===== config.mk =====
export PLATFORM = sky130hd
export DESIGN_NAME = sts_front_flat
export DESIGN_NICKNAME = d
export VERILOG_FILES = /design/src/sts_pkg.sv /design/src/sts_in_if.sv /design/src/sts_front.sv /design/src/flat_wrapper.sv
export SDC_FILE = /design/constraint.sdc
export NUM_CORES = 1
export LEC_CHECK = 0
export BUFFER_PORTS_ARGS = -buffer_cell sky130_fd_sc_hd__buf_2
export CAP_MARGIN = 20
export CORE_MARGIN = 8
export CORE_UTILIZATION = 55
export CTS_CLUSTER_DIAMETER = 60
export CTS_CLUSTER_SIZE = 28
export DETAILED_ROUTE_END_ITERATION = 8
export PLACE_DENSITY = 0.94
export SETUP_SLACK_MARGIN = 0.15
export SYNTH_ARGS = -nofsm -noshare
export SYNTH_HDL_FRONTEND = slang
export SYNTH_SLANG_ARGS = --single-unit

===== constraint.sdc =====
create_clock -name clk -period 5.18 [get_ports clk]
set_input_delay 0.259 -clock clk [delete_from_list [all_inputs] [get_ports clk]]
set_output_delay 0.259 -clock clk [all_outputs]
set_load 0.01 [all_outputs]

===== src/sts_pkg.sv =====
`timescale 1ns / 1ps

package sts_pkg;

    // default sizes of the table
    localparam int TABLE_DEPTH_DEF = 1024;
    localparam int VALUE_WIDTH_DEF = 32;

    // fixed field widths
    localparam int IDX_W = 10;
    localparam int POS_W = 10;
    localparam int LEN_W = 11;

    // operation codes
    localparam logic OP_WRITE  = 1'b0;
    localparam logic OP_SEARCH = 1'b1;

    // configuration port
    localparam int APB_AW = 3;
    localparam int APB_DW = 32;
    localparam logic [APB_AW-1:0] REG_TABLE_LENGTH = 3'd0;

    // slots in the queue between front and back
    localparam int QUEUE_DEPTH = 2;

endpackage


===== src/sts_in_if.sv =====
`timescale 1ns / 1ps

interface sts_in_if
    import sts_pkg::*;
#(
    parameter int VALUE_WIDTH = VALUE_WIDTH_DEF
) ();

    logic                          valid;
    logic                          ready;
    logic                          operation;
    logic [IDX_W-1:0]              entry_index;
    logic signed [VALUE_WIDTH-1:0] entry_value;
    logic signed [VALUE_WIDTH-1:0] search_key;

    modport source (
        output valid,
        output operation,
        output entry_index,
        output entry_value,
        output search_key,
        input  ready
    );

    modport sink (
        input  valid,
        input  operation,
        input  entry_index,
        input  entry_value,
        input  search_key,
        output ready
    );

endinterface


===== src/sts_front.sv =====
`timescale 1ns / 1ps

module sts_front
    import sts_pkg::*;
#(
    parameter int TABLE_DEPTH = TABLE_DEPTH_DEF,
    parameter int VALUE_WIDTH = VALUE_WIDTH_DEF
) (
    input  logic                           clk,
    input  logic                           rst_n,
    sts_in_if.sink                         item,
    output logic                           cmd_valid,
    input  logic                           cmd_ready,
    output logic                           cmd_op,
    output logic [$clog2(TABLE_DEPTH)-1:0] cmd_addr,
    output logic [VALUE_WIDTH-1:0]         cmd_data
);

    localparam int AW = $clog2(TABLE_DEPTH);
    localparam int PW = (QUEUE_DEPTH > 1) ? $clog2(QUEUE_DEPTH) : 1;
    localparam int CW = $clog2(QUEUE_DEPTH + 1);

    logic             op_q_reg   [QUEUE_DEPTH];
    logic [AW-1:0]    addr_q_reg [QUEUE_DEPTH];
    logic [VALUE_WIDTH-1:0] data_q_reg [QUEUE_DEPTH];

    logic [PW-1:0] wr_ptr_reg, wr_ptr_next;
    logic [PW-1:0] rd_ptr_reg, rd_ptr_next;
    logic [CW-1:0] count_reg, count_next;

    logic accept;
    logic in_range;
    logic push;
    logic pop;

    assign item.ready = (count_reg != CW'(QUEUE_DEPTH));
    assign accept     = item.valid && item.ready;

    // writes past the end of the table are dropped here
    assign in_range = (32'(item.entry_index) < TABLE_DEPTH);
    assign push     = accept && ((item.operation == OP_SEARCH) || in_range);
    assign pop      = cmd_valid && cmd_ready;

    assign cmd_valid = (count_reg != '0);
    assign cmd_op    = op_q_reg[rd_ptr_reg];
    assign cmd_addr  = addr_q_reg[rd_ptr_reg];
    assign cmd_data  = data_q_reg[rd_ptr_reg];

    always_comb
    begin
        wr_ptr_next = wr_ptr_reg;
        rd_ptr_next = rd_ptr_reg;
        count_next  = count_reg;
        if (push)
        begin
            wr_ptr_next = (wr_ptr_reg == PW'(QUEUE_DEPTH - 1)) ? '0 : PW'(wr_ptr_reg + 1'b1);
        end
        if (pop)
        begin
            rd_ptr_next = (rd_ptr_reg == PW'(QUEUE_DEPTH - 1)) ? '0 : PW'(rd_ptr_reg + 1'b1);
        end
        if (push && !pop)
        begin
            count_next = CW'(count_reg + 1'b1);
        end
        else if (pop && !push)
        begin
            count_next = CW'(count_reg - 1'b1);
        end
    end

    always_ff @(posedge clk or negedge rst_n)
    begin
        if (!rst_n)
        begin
            wr_ptr_reg <= '0;
            rd_ptr_reg <= '0;
            count_reg  <= '0;
        end
        else
        begin
            wr_ptr_reg <= wr_ptr_next;
            rd_ptr_reg <= rd_ptr_next;
            count_reg  <= count_next;
        end
    end

    // a search carries its key in the data slot
    always_ff @(posedge clk)
    begin
        if (push)
        begin
            op_q_reg[wr_ptr_reg]   <= item.operation;
            addr_q_reg[wr_ptr_reg] <= AW'(item.entry_index);
            data_q_reg[wr_ptr_reg] <= (item.operation == OP_SEARCH) ? item.search_key
                                                                    : item.entry_value;
        end
    end

    assert property (@(posedge clk) disable iff (!rst_n)
        count_reg <= CW'(QUEUE_DEPTH))
        else $error("queue count beyond depth");

    assert property (@(posedge clk) disable iff (!rst_n)
        (push && !pop) |=> (count_reg == CW'($past(count_reg) + 1'b1)))
        else $error("queue count lost a request");

endmodule


===== src/flat_wrapper.sv =====
// flat-port wrapper written by rule: the top's interface ports become plain ports
module sts_front_flat import sts_pkg::*;
#(
    parameter int TABLE_DEPTH = TABLE_DEPTH_DEF,
    parameter int VALUE_WIDTH = VALUE_WIDTH_DEF
)
  (clk, rst_n, cmd_valid, cmd_ready, cmd_op, cmd_addr, cmd_data, item_valid, item_operation, item_entry_index, item_entry_value, item_search_key, item_ready);
  sts_in_if #(.VALUE_WIDTH(VALUE_WIDTH)) item_i ();
  input  logic clk;
  input  logic rst_n;
  output logic cmd_valid;
  input  logic cmd_ready;
  output logic cmd_op;
  output logic [$clog2(TABLE_DEPTH)-1:0] cmd_addr;
  output logic [VALUE_WIDTH-1:0] cmd_data;
  input wire logic [$bits(item_i.valid)-1:0] item_valid;
  input wire logic [$bits(item_i.operation)-1:0] item_operation;
  input wire logic [$bits(item_i.entry_index)-1:0] item_entry_index;
  input wire logic [$bits(item_i.entry_value)-1:0] item_entry_value;
  input wire logic [$bits(item_i.search_key)-1:0] item_search_key;
  output wire logic [$bits(item_i.ready)-1:0] item_ready;
  assign item_i.valid = item_valid;
  assign item_i.operation = item_operation;
  assign item_i.entry_index = item_entry_index;
  assign item_i.entry_value = item_entry_value;
  assign item_i.search_key = item_search_key;
  assign item_ready = item_i.ready;
  sts_front #(.TABLE_DEPTH(TABLE_DEPTH), .VALUE_WIDTH(VALUE_WIDTH)) u_core (.clk(clk), .rst_n(rst_n), .item(item_i), .cmd_valid(cmd_valid), .cmd_ready(cmd_ready), .cmd_op(cmd_op), .cmd_addr(cmd_addr), .cmd_data(cmd_data));
endmodule

==> reports/qor.txt <==
status = complete, no violations
initial antenna violation count = 0
Power Dens Cells = 490.7 nW/µm²
Post-Route WL = 7379 µm
Slew @ Worst Pin = 1098 ps
final instance area = 4846 µm²
Filler cells = 482
CTS root buf = clkbuf_8
Clock Path Buffers = 2
vias per cell = 4.964
Row Count = 31
Clock Skews = 6.537 ps
TritonCTS clock tree = yes
average cell area after synthesis = 21.36 µm²
gr ovfl total = 0
reg2reg setup slack = 3240 ps
DR WL/cell = 17.57 µm
total power = 2.378 mW
Tcrit/Tclk final = 47.36%
Syn-to-layout area delta = 20.65%
Post-layout nets = 396
pin count of the biggest net entering global routing = 44
routability cong. = 0.7114
post-synthesis cell count = 188
number of global-route vias before repair = 2294
RSZ-0062 raised after global routing = no
Mapped Nets = 268
post_cts resized = 0
first-pass GRT wire length = 11170 µm
number of synthesized register bits = 90
Post-Place Cell Area = 4644 µm²
Clock power frac = 19.3%
top cells by area, synth = edfxtp_1, mux2_4, dfrtp_1
asr flop ratio synth = 4.444%
vias after detailed routing = 2085
Yosys warning total = 0
DR iter-0 viols = 66
Sink Count = 90
combinational share of power = 34.4%
Reg power frac = 46.2%
cell area after synthesis = 4016 µm²
I/O Buffers = 123
Crit Path Category = flop to output port
share of layout cells above drive strength 1 = 67.60%
crit path DAT = 2190 ps
HP Class = input port to flop
nature of the critical path endpoint = output port
post-synth top area cell = edfxtp_1
H-tree level count = 3
Remaining DRCs = 0
endpoints failing setup = 0
Internal = 1.667 mW
VDD IR max = 0.0004118 V
Slew Limit Fails = 0
Leak = 2.076 nW
worst skew pair latency = 340 ps
Critical Path RT = 4920 ps
GRT Util Overall = 14.50%
HPWL after DPL = 5345 µm
critical path peak fanout = 25
die height = 101.5 µm
worst rel slew slack = 26.83%
CTS buffer count = 9
post-route ant nets = 0
Top FF cell, synth = edfxtp_1
top cell type's share of synthesized area = 64.30%
n_diodes = 0
core area = 7176 µm²
sw frac = 29.90%
post-layout minimum cycle time = 2453 ps
Psw = 0.7111 mW
endpoints failing hold = 0
Post-synth EDFFs = 86
final hold slack = 103.6 ps
Max-cap violations = 0
FMAX = 407.6 MHz
drt pass-1 iters = 4
sequential share of the synthesized area = 66.79%
IO Pins = 124
CP Launch Type = flop
Largest register FFs = 64
clock slew at the register clock pins of the worst setup and hold paths = 90 ps
Yosys cell types = 15
die footprint = 10290 µm²
top-count cell post-synth = edfxtp_1
Die Wd = 101.5 µm
synth cell count leaders = edfxtp_1, mux2_4, mux2_2, buf_6
setup_tns = 0 ps
Initial Util = 55.97%
[cell families after synthesis]
kind of cell / share of synthesized area, %
XOR/XNOR: 1.091
adder cells (fa/ha/maj): 0.3115
buffers and inverters: 3.489
flip-flops: 66.79
multiplexers: 27.48
AND/OR/NAND/NOR: 0.8416
[power by group through the flow]
stage / clock [mW] / combinational, mW / sequential [mW]
floorplan: 0 / 0.668 / 1.06
global placement: 0 / 0.821 / 1.10
detailed placement: 0 / 0.840 / 1.12
CTS: 0.467 / 0.842 / 1.10
global route: 0.499 / 0.882 / 1.12
finish: 0.460 / 0.819 / 1.10
[cells in the final DEF, fill, tap and decap left out, drive strengths merged, types with 3 or more instances in the layout]
master  Yosys  final
dfrtp       4      4
clkbuf      0     10
xnor2       3      3
mux2       75     75
buf         9    125
edfxtp     86     86
inv         1      3
[final timing paths]
kind	cells past startpoint	start	endpoint
setup / recovery	3	u_core.rd_ptr_reg	cmd_data[21]
hold / removal	1	item_entry_index[8]	u_core.addr_q_reg[1][8]
setup reg to reg	4	u_core.count_reg[0]	u_core.data_q_reg[0][23]
hold reg to reg	1	u_core.count_reg[1]	u_core.count_reg[1]
max in group asynchronous	2	rst_n	u_core.rd_ptr_reg
min in group asynchronous	2	rst_n	u_core.count_reg[0]
[layout make-up]
type                       count  area, µm²  share of cell area (%)
multi-input combinational     88       1202                   24.81
timing repair buffer         126      640.6                   13.22
tap                           99      123.9                   2.556
sequential                    90       2684                   55.38
clock inverter                 6      63.81                   1.317
clock buffer                  10      127.6                   2.634
inverter                       1      3.754                 0.07746
[per-layer routing]
layer / wire length (µm) / global-route usage [%]
met1: 2878 / 15.79
met2: 3952 / 26.16
met3: 486 / 4.261
met4: 61 / 5.040
met5: 0 / 0
[through the flow]
step                      worst slack (ps)  std cells  utilization [%]
after floorplan                       2228        188                -
after global placement                3073        403            64.73
after detailed placement              3064        403            64.73
after CTS                             2685        420            67.53
after global routing                  2598        420            67.53
final                                 2727        420            67.53
[what timing repair did]
action / 4_1_cts / 5_1_grt
hold buffers: 1 / 0
setup buffers: 0 / 0
hold endpoints to repair: 4 / 0
[worst max-delay path, cell delays in order, from the launching register on]
cell     delay, ps
dfrtp_2        770
buf_4          520
mux2_2         390
buf_2          140
(Power assumes the default switching activity.)
