$ cat src/sts_pkg.sv
`timescale 1ns / 1ps

package sts_pkg;

    // default sizes of the table
    localparam int TABLE_DEPTH_DEF = 1024;
    localparam int VALUE_WIDTH_DEF = 32;

    // fixed field widths
    localparam int IDX_W = 10;
    localparam int POS_W = 10;
    localparam int LEN_W = 11;

    // operation codes
    localparam logic OP_WRITE  = 1'b0;
    localparam logic OP_SEARCH = 1'b1;

    // configuration port
    localparam int APB_AW = 3;
    localparam int APB_DW = 32;
    localparam logic [APB_AW-1:0] REG_TABLE_LENGTH = 3'd0;

    // slots in the queue between front and back
    localparam int QUEUE_DEPTH = 2;

endpackage

$ cat src/sts_out_if.sv
`timescale 1ns / 1ps

interface sts_out_if
    import sts_pkg::*;
();

    logic             valid;
    logic             ready;
    logic             found;
    logic [POS_W-1:0] position;

    modport source (
        output valid,
        output found,
        output position,
        input  ready
    );

    modport sink (
        input  valid,
        input  found,
        input  position,
        output ready
    );

endinterface

$ cat src/sts_back.sv
`timescale 1ns / 1ps

module sts_back
    import sts_pkg::*;
#(
    parameter int TABLE_DEPTH = TABLE_DEPTH_DEF,
    parameter int VALUE_WIDTH = VALUE_WIDTH_DEF
) (
    input  logic                           clk,
    input  logic                           rst_n,
    input  logic                           cmd_valid,
    output logic                           cmd_ready,
    input  logic                           cmd_op,
    input  logic [$clog2(TABLE_DEPTH)-1:0] cmd_addr,
    input  logic [VALUE_WIDTH-1:0]         cmd_data,
    input  logic [$clog2(TABLE_DEPTH):0]   table_len,
    output logic                           ram_we,
    output logic [$clog2(TABLE_DEPTH)-1:0] ram_waddr,
    output logic [VALUE_WIDTH-1:0]         ram_wdata,
    output logic [$clog2(TABLE_DEPTH)-1:0] ram_raddr,
    input  logic [VALUE_WIDTH-1:0]         ram_rdata,
    sts_out_if.source                      result
);

    localparam int AW = $clog2(TABLE_DEPTH);
    localparam int NW = AW + 1;

    localparam logic ST_IDLE = 1'b0;
    localparam logic ST_STEP = 1'b1;

    logic state_reg, state_next;
    // search range is [lo, lim)
    logic [NW-1:0] lo_reg, lo_next;
    logic [NW-1:0] lim_reg, lim_next;
    logic [NW-1:0] mid_reg, mid_next;
    logic signed [VALUE_WIDTH-1:0] key_reg, key_next;

    logic             out_valid_reg, out_valid_next;
    logic             found_reg, found_next;
    logic [POS_W-1:0] pos_reg, pos_next;

    logic                          take;
    logic signed [VALUE_WIDTH-1:0] probe;
    logic                          hit;
    logic                          go_up;
    logic [NW-1:0]                 lo_step;
    logic [NW-1:0]                 lim_step;
    logic [NW-1:0]                 span;

    // a search needs the result register free, a write does not
    assign cmd_ready = (state_reg == ST_IDLE) && ((cmd_op == OP_WRITE) || !out_valid_reg);
    assign take      = cmd_valid && cmd_ready;

    assign ram_waddr = cmd_addr;
    assign ram_wdata = cmd_data;
    assign ram_raddr = mid_next[AW-1:0];

    assign probe    = $signed(ram_rdata);
    assign hit      = (probe == key_reg);
    assign go_up    = (key_reg > probe);
    assign lo_step  = go_up ? NW'(mid_reg + 1'b1) : lo_reg;
    assign lim_step = go_up ? lim_reg : mid_reg;
    assign span     = NW'(lim_step - lo_step - 1'b1);

    always_comb
    begin
        state_next     = state_reg;
        lo_next        = lo_reg;
        lim_next       = lim_reg;
        mid_next       = mid_reg;
        key_next       = key_reg;
        out_valid_next = out_valid_reg && !result.ready;
        found_next     = found_reg;
        pos_next       = pos_reg;
        ram_we         = 1'b0;
        unique case (state_reg)
            ST_IDLE:
            begin
                if (take)
                begin
                    if (cmd_op == OP_WRITE)
                    begin
                        ram_we = 1'b1;
                    end
                    else
                    begin
                        key_next = $signed(cmd_data);
                        if (table_len == '0)
                        begin
                            out_valid_next = 1'b1;
                            found_next     = 1'b0;
                            pos_next       = '0;
                        end
                        else
                        begin
                            lo_next    = '0;
                            lim_next   = table_len;
                            mid_next   = NW'(table_len - 1'b1) >> 1;
                            state_next = ST_STEP;
                        end
                    end
                end
            end
            ST_STEP:
            begin
                if (hit)
                begin
                    out_valid_next = 1'b1;
                    found_next     = 1'b1;
                    pos_next       = POS_W'(mid_reg);
                    state_next     = ST_IDLE;
                end
                else if (lo_step >= lim_step)
                begin
                    out_valid_next = 1'b1;
                    found_next     = 1'b0;
                    pos_next       = '0;
                    state_next     = ST_IDLE;
                end
                else
                begin
                    lo_next  = lo_step;
                    lim_next = lim_step;
                    mid_next = NW'(lo_step + (span >> 1));
                end
            end
        endcase
    end

    always_ff @(posedge clk or negedge rst_n)
    begin
        if (!rst_n)
        begin
            state_reg     <= ST_IDLE;
            out_valid_reg <= 1'b0;
        end
        else
        begin
            state_reg     <= state_next;
            out_valid_reg <= out_valid_next;
        end
    end

    always_ff @(posedge clk)
    begin
        lo_reg    <= lo_next;
        lim_reg   <= lim_next;
        mid_reg   <= mid_next;
        key_reg   <= key_next;
        found_reg <= found_next;
        pos_reg   <= pos_next;
    end

    assign result.valid    = out_valid_reg;
    assign result.found    = found_reg;
    assign result.position = pos_reg;

    assert property (@(posedge clk) disable iff (!rst_n)
        (state_reg == ST_STEP) |-> !out_valid_reg)
        else $error("search running while a result is pending");

    assert property (@(posedge clk) disable iff (!rst_n)
        (state_reg == ST_STEP) |-> ((lo_reg <= mid_reg) && (mid_reg < lim_reg)))
        else $error("probe outside the search range");

    assert property (@(posedge clk) disable iff (!rst_n)
        $rose(out_valid_reg) |-> ($past(state_reg) == ST_STEP || $past(take)))
        else $error("result without a search");

endmodule

$ cat src/flat_wrapper.sv
// flat-port wrapper written by rule: the top's interface ports become plain ports
module sts_back_flat import sts_pkg::*;
#(
    parameter int TABLE_DEPTH = TABLE_DEPTH_DEF,
    parameter int VALUE_WIDTH = VALUE_WIDTH_DEF
)
  (clk, rst_n, cmd_valid, cmd_ready, cmd_op, cmd_addr, cmd_data, table_len, ram_we, ram_waddr, ram_wdata, ram_raddr, ram_rdata, result_valid, result_found, result_position, result_ready);
  sts_out_if result_i ();
  input  logic clk;
  input  logic rst_n;
  input  logic cmd_valid;
  output logic cmd_ready;
  input  logic cmd_op;
  input  logic [$clog2(TABLE_DEPTH)-1:0] cmd_addr;
  input  logic [VALUE_WIDTH-1:0] cmd_data;
  input  logic [$clog2(TABLE_DEPTH):0] table_len;
  output logic ram_we;
  output logic [$clog2(TABLE_DEPTH)-1:0] ram_waddr;
  output logic [VALUE_WIDTH-1:0] ram_wdata;
  output logic [$clog2(TABLE_DEPTH)-1:0] ram_raddr;
  input  logic [VALUE_WIDTH-1:0] ram_rdata;
  output wire logic [$bits(result_i.valid)-1:0] result_valid;
  output wire logic [$bits(result_i.found)-1:0] result_found;
  output wire logic [$bits(result_i.position)-1:0] result_position;
  input wire logic [$bits(result_i.ready)-1:0] result_ready;
  assign result_valid = result_i.valid;
  assign result_found = result_i.found;
  assign result_position = result_i.position;
  assign result_i.ready = result_ready;
  sts_back #(.TABLE_DEPTH(TABLE_DEPTH), .VALUE_WIDTH(VALUE_WIDTH)) u_core (.clk(clk), .rst_n(rst_n), .cmd_valid(cmd_valid), .cmd_ready(cmd_ready), .cmd_op(cmd_op), .cmd_addr(cmd_addr), .cmd_data(cmd_data), .table_len(table_len), .ram_we(ram_we), .ram_waddr(ram_waddr), .ram_wdata(ram_wdata), .ram_raddr(ram_raddr), .ram_rdata(ram_rdata), .result(result_i));
endmodule
$ cat config.mk
export PLATFORM = sky130hd
export DESIGN_NAME = sts_back_flat
export DESIGN_NICKNAME = d
export VERILOG_FILES = /design/src/sts_pkg.sv /design/src/sts_out_if.sv /design/src/sts_back.sv /design/src/flat_wrapper.sv
export SDC_FILE = /design/constraint.sdc
export NUM_CORES = 1
export LEC_CHECK = 0
export BUFFER_PORTS_ARGS = -buffer_cell sky130_fd_sc_hd__clkbuf_2
export CAP_MARGIN = 20
export CORE_UTILIZATION = 50
export CTS_BUF_LIST = sky130_fd_sc_hd__clkbuf_4
export DETAILED_ROUTE_END_ITERATION = 16
export PLACE_DENSITY = 0.79
export SKIP_CTS_REPAIR_TIMING = 1
export SYNTH_ARGS = -nofsm -noshare
export SYNTH_HDL_FRONTEND = slang
export SYNTH_SLANG_ARGS = --single-unit
$ cat constraint.sdc
create_clock -name clk -period 7.1 [get_ports clk]
set_input_delay 1.065 -clock clk [delete_from_list [all_inputs] [get_ports clk]]
set_output_delay 1.065 -clock clk [all_outputs]
set_load 0.1 [all_outputs]
==> results.txt <==
----------------------------------------------------
[GRT]
  First-pass GRT wire length ... 24.74 mm
  Via count of the first global-routing pass ... 5246
  Number of antenna violations at the first check in global routing ... 0
  Largest net degree at the start of global routing ... 42
  Gr usage total ... 24.94%
  GR Overflow Total ... 0

[Drt]
  First-pass detailed-route iteration total ... 11
  DRC violation count after routing ... 1
  Final ANT Viol Nets ... 0
  Vias after detailed routing ... 5570
  Initial DRC count ... 586
  Via/cell ratio ... 5.808
  Routed wire per std cell ... 18.56 um
  Total Wirelength ... 17.80 mm

[Floorplanning]
  Floorplan die height ... 112.6 um
  IO Pins ... 156
  Die Area ... 12680 um2
  Site row count ... 40
  Initial core utilization ... 51.14%
  Die width ... 112.6 um
  Core outline area ... 11960 um2

[Timing]
  Final-report setup violation count ... 1
  Post-layout minimum cycle time ... 7.129 ns
  Number of max-slew violations in the final report ... 0
  Setup WS post-layout ... -0.02870 ns
  Period utilization ... 100.4%
  Worst-margin pin slew ... 0.5670 ns
  Final hold vios ... 0
  Setup TNS ... -0.02870 ns
  Achievable Freq ... 140.3 MHz
  Post-route clock skew ... 0.03311 ns
  Worst slew margin relative to its limit ... 62.16%

[Synth]
  Biggest area contributors in the synthesized netlist ... edfxtp_1, ha_1, buf_4, inv_1, xnor2_1
  Flip-flop and latch count after synthesis ... 78
  Number of enable-type register cells in the synthesized netlist ... 66
  Async set-reset flop share out of synthesis ... 2.564%
  Synthesized instance count ... 635
  Top cell type by total area after synthesis ... edfxtp_1
  Total standard cell area after synthesis ... 6117 um2
  Seq/Total Area, Yosys ... 36.49%
  Mapped Nets ... 791
  Leading register cell type out of synthesis ... edfxtp_1
  Count of distinct cell types in the synthesized netlist ... 74
  Total of warnings raised by yosys ... 0
  Area share of the largest cell type after synthesis ... 32.40%
  Mean instance size in the synthesized netlist ... 9.633 um2

[Place]
  Count of input and output buffers ... 135
  Total placed instance area ... 7281 um2
  Global placer's final weighted congestion ... 0.9442
  Post-detailed-placement half-perimeter wirelength ... 12.74 mm

[Cells and area]
  Flip-flop count of the largest register after layout ... 32
  Nets ... 963
  Antenna cell count ... 0
  Fraction of layout instances using a drive strength above 1 ... 43.10%
  Number of fill cells ... 807
  Post-route design area ... 8071 um2
  Final core area utilization ... 67.48%
  Layout Area Growth over Synthesis ... 31.95%

[Critical path]
  Kind of start point of the critical path ... input pin
  Maximum fanout along the worst path ... 6
  Worst EP required ... 6.03 ns
  Kind of end point of the critical path ... output port
  Critical path data arrival time ... 6.06 ns
  Startpoint-to-endpoint class of the critical path ... in -> out

[Clock tree]
  Depth of the CTS H-tree ... 3
  Latest clock arrival within the worst-skew pair ... 0.46 ns
  Maximum clock path buffer count ... 2
  Clock buffer count from CTS ... 9
  TritonCTS clock tree ... done
  CTS clock-pin slew for the worst setup and hold paths ... 0.15 ns
  Root Buffer Master ... clkbuf_4
  Clock sink count ... 78

[Min path]
  HP Class ... in -> async

[Flow run]
  Max-cap check violation count ... 0

[Outcome]
  Violated checks ... design-rule violations, negative setup slack
  Status ... complete, but fails checks

----------------------------------------------------
[final cells by class]
cell class	count	area, um2	area share [%]
flip-flops and latches	78	2232	27.65
inverters	65	247.7	3.069
clock buffers	9	67.56	0.8371
multi-input cells	425	3719	46.07
well taps	147	183.9	2.279
clock inverters	7	65.06	0.8061
repair buffers	228	1556	19.28
[metal layers]
layer  track usage (%)  wire [um]
met3             3.996       1218
met2             45.35       9168
met1             28.86       6595
met5                 0          0
met4             10.93        821
[cell usage after synthesis, types with 12 or more instances]
master	instances
a21o_1	13
inv_1	64
buf_4	52
xor2_1	17
a21oi_1	41
nand3_1	12
nand2_1	32
ha_1	64
edfxtp_1	66
and3_1	16
nor2_1	54
xnor2_1	24
mux2i_1	13
o21ai_0	20
clkbuf_1	13
[critical path, stage by stage]
cell and delay [ns]:
clkbuf_2 0.08, inv_1 0.03, ha_1 0.31, a21oi_1 0.17, o21ai_1 0.11, a221o_1 0.36
a211o_1 0.34, nand3_4 0.16, nand2_8 0.10, buf_6 0.13, mux2i_2 0.25, ha_1 0.30
nand2_1 0.12, o21ai_1 0.09, a21bo_2 0.24, a21o_1 0.19, a21oi_2 0.15, xnor2_1 0.16
ha_1 0.29, a21o_1 0.22, a21o_1 0.21, a21oi_4 0.17, nand2_1 0.08, nor2_2 0.17
a2111oi_4 0.05, buf_4 0.16, o21ai_4 0.16, buf_12 0.19
[path summary, 6_finish.rpt]
kind | start | end | slack [ns] | cells after the start
setup / recovery | ram_rdata[5] | ram_raddr[9] | -0.03 | 28
hold / removal | rst_n | u_core.state_reg | 0.36 | 1
setup reg to reg | u_core.key_reg[1] | u_core.mid_reg[10] | 1.74 | 25
hold reg to reg | u_core.result.valid | u_core.result.valid | 0.63 | 1
max in group asynchronous | rst_n | u_core.result.valid | 6.65 | 1
min in group clk | u_core.result.valid | u_core.result.valid | 0.63 | 1
[stage by stage]
stage	setup WS, ns	cells	hold slack (ns)
final	-0.02870	959	0.3559
after global routing	-0.2984	959	0.3192
after CTS	-0.2332	942	0.3459
after detailed placement	-0.2240	926	0.5891
after global placement	-0.006265	926	0.5647
after floorplan	0.02478	635	0.5591
[cell usage in the layout, fill, tap and decap left out, types with 7 or more instances in the layout]
master,count
nor2_1,50
inv_2,12
o21ai_1,9
o21ai_0,15
nand2_1,31
clkbuf_2,125
nand4_1,10
xor2_1,16
a21o_1,13
nand3_1,12
clkbuf_4,9
edfxtp_1,66
ha_1,42
ha_4,21
buf_4,89
mux2i_1,9
and3_1,15
xnor2_1,24
a21oi_2,8
buf_12,12
nor3_1,7
dfxtp_1,10
inv_1,52
a21oi_1,32
[cells by family (layout without fill, tap and decap cells)]
family | Yosys count | in the layout | share of synthesized area [%]
mux | 18 | 18 | 3.232
fa+ha+maj | 66 | 66 | 13.75
buf+inv | 133 | 309 | 11.49
flops | 78 | 78 | 36.49
xor+xnor | 41 | 41 | 5.870
compound gates | 130 | 130 | 14.52
simple gates | 169 | 170 | 14.65
Power is not shown: default switching activity piles up to over one toggle a cycle in this logic, so the estimate is an artifact.
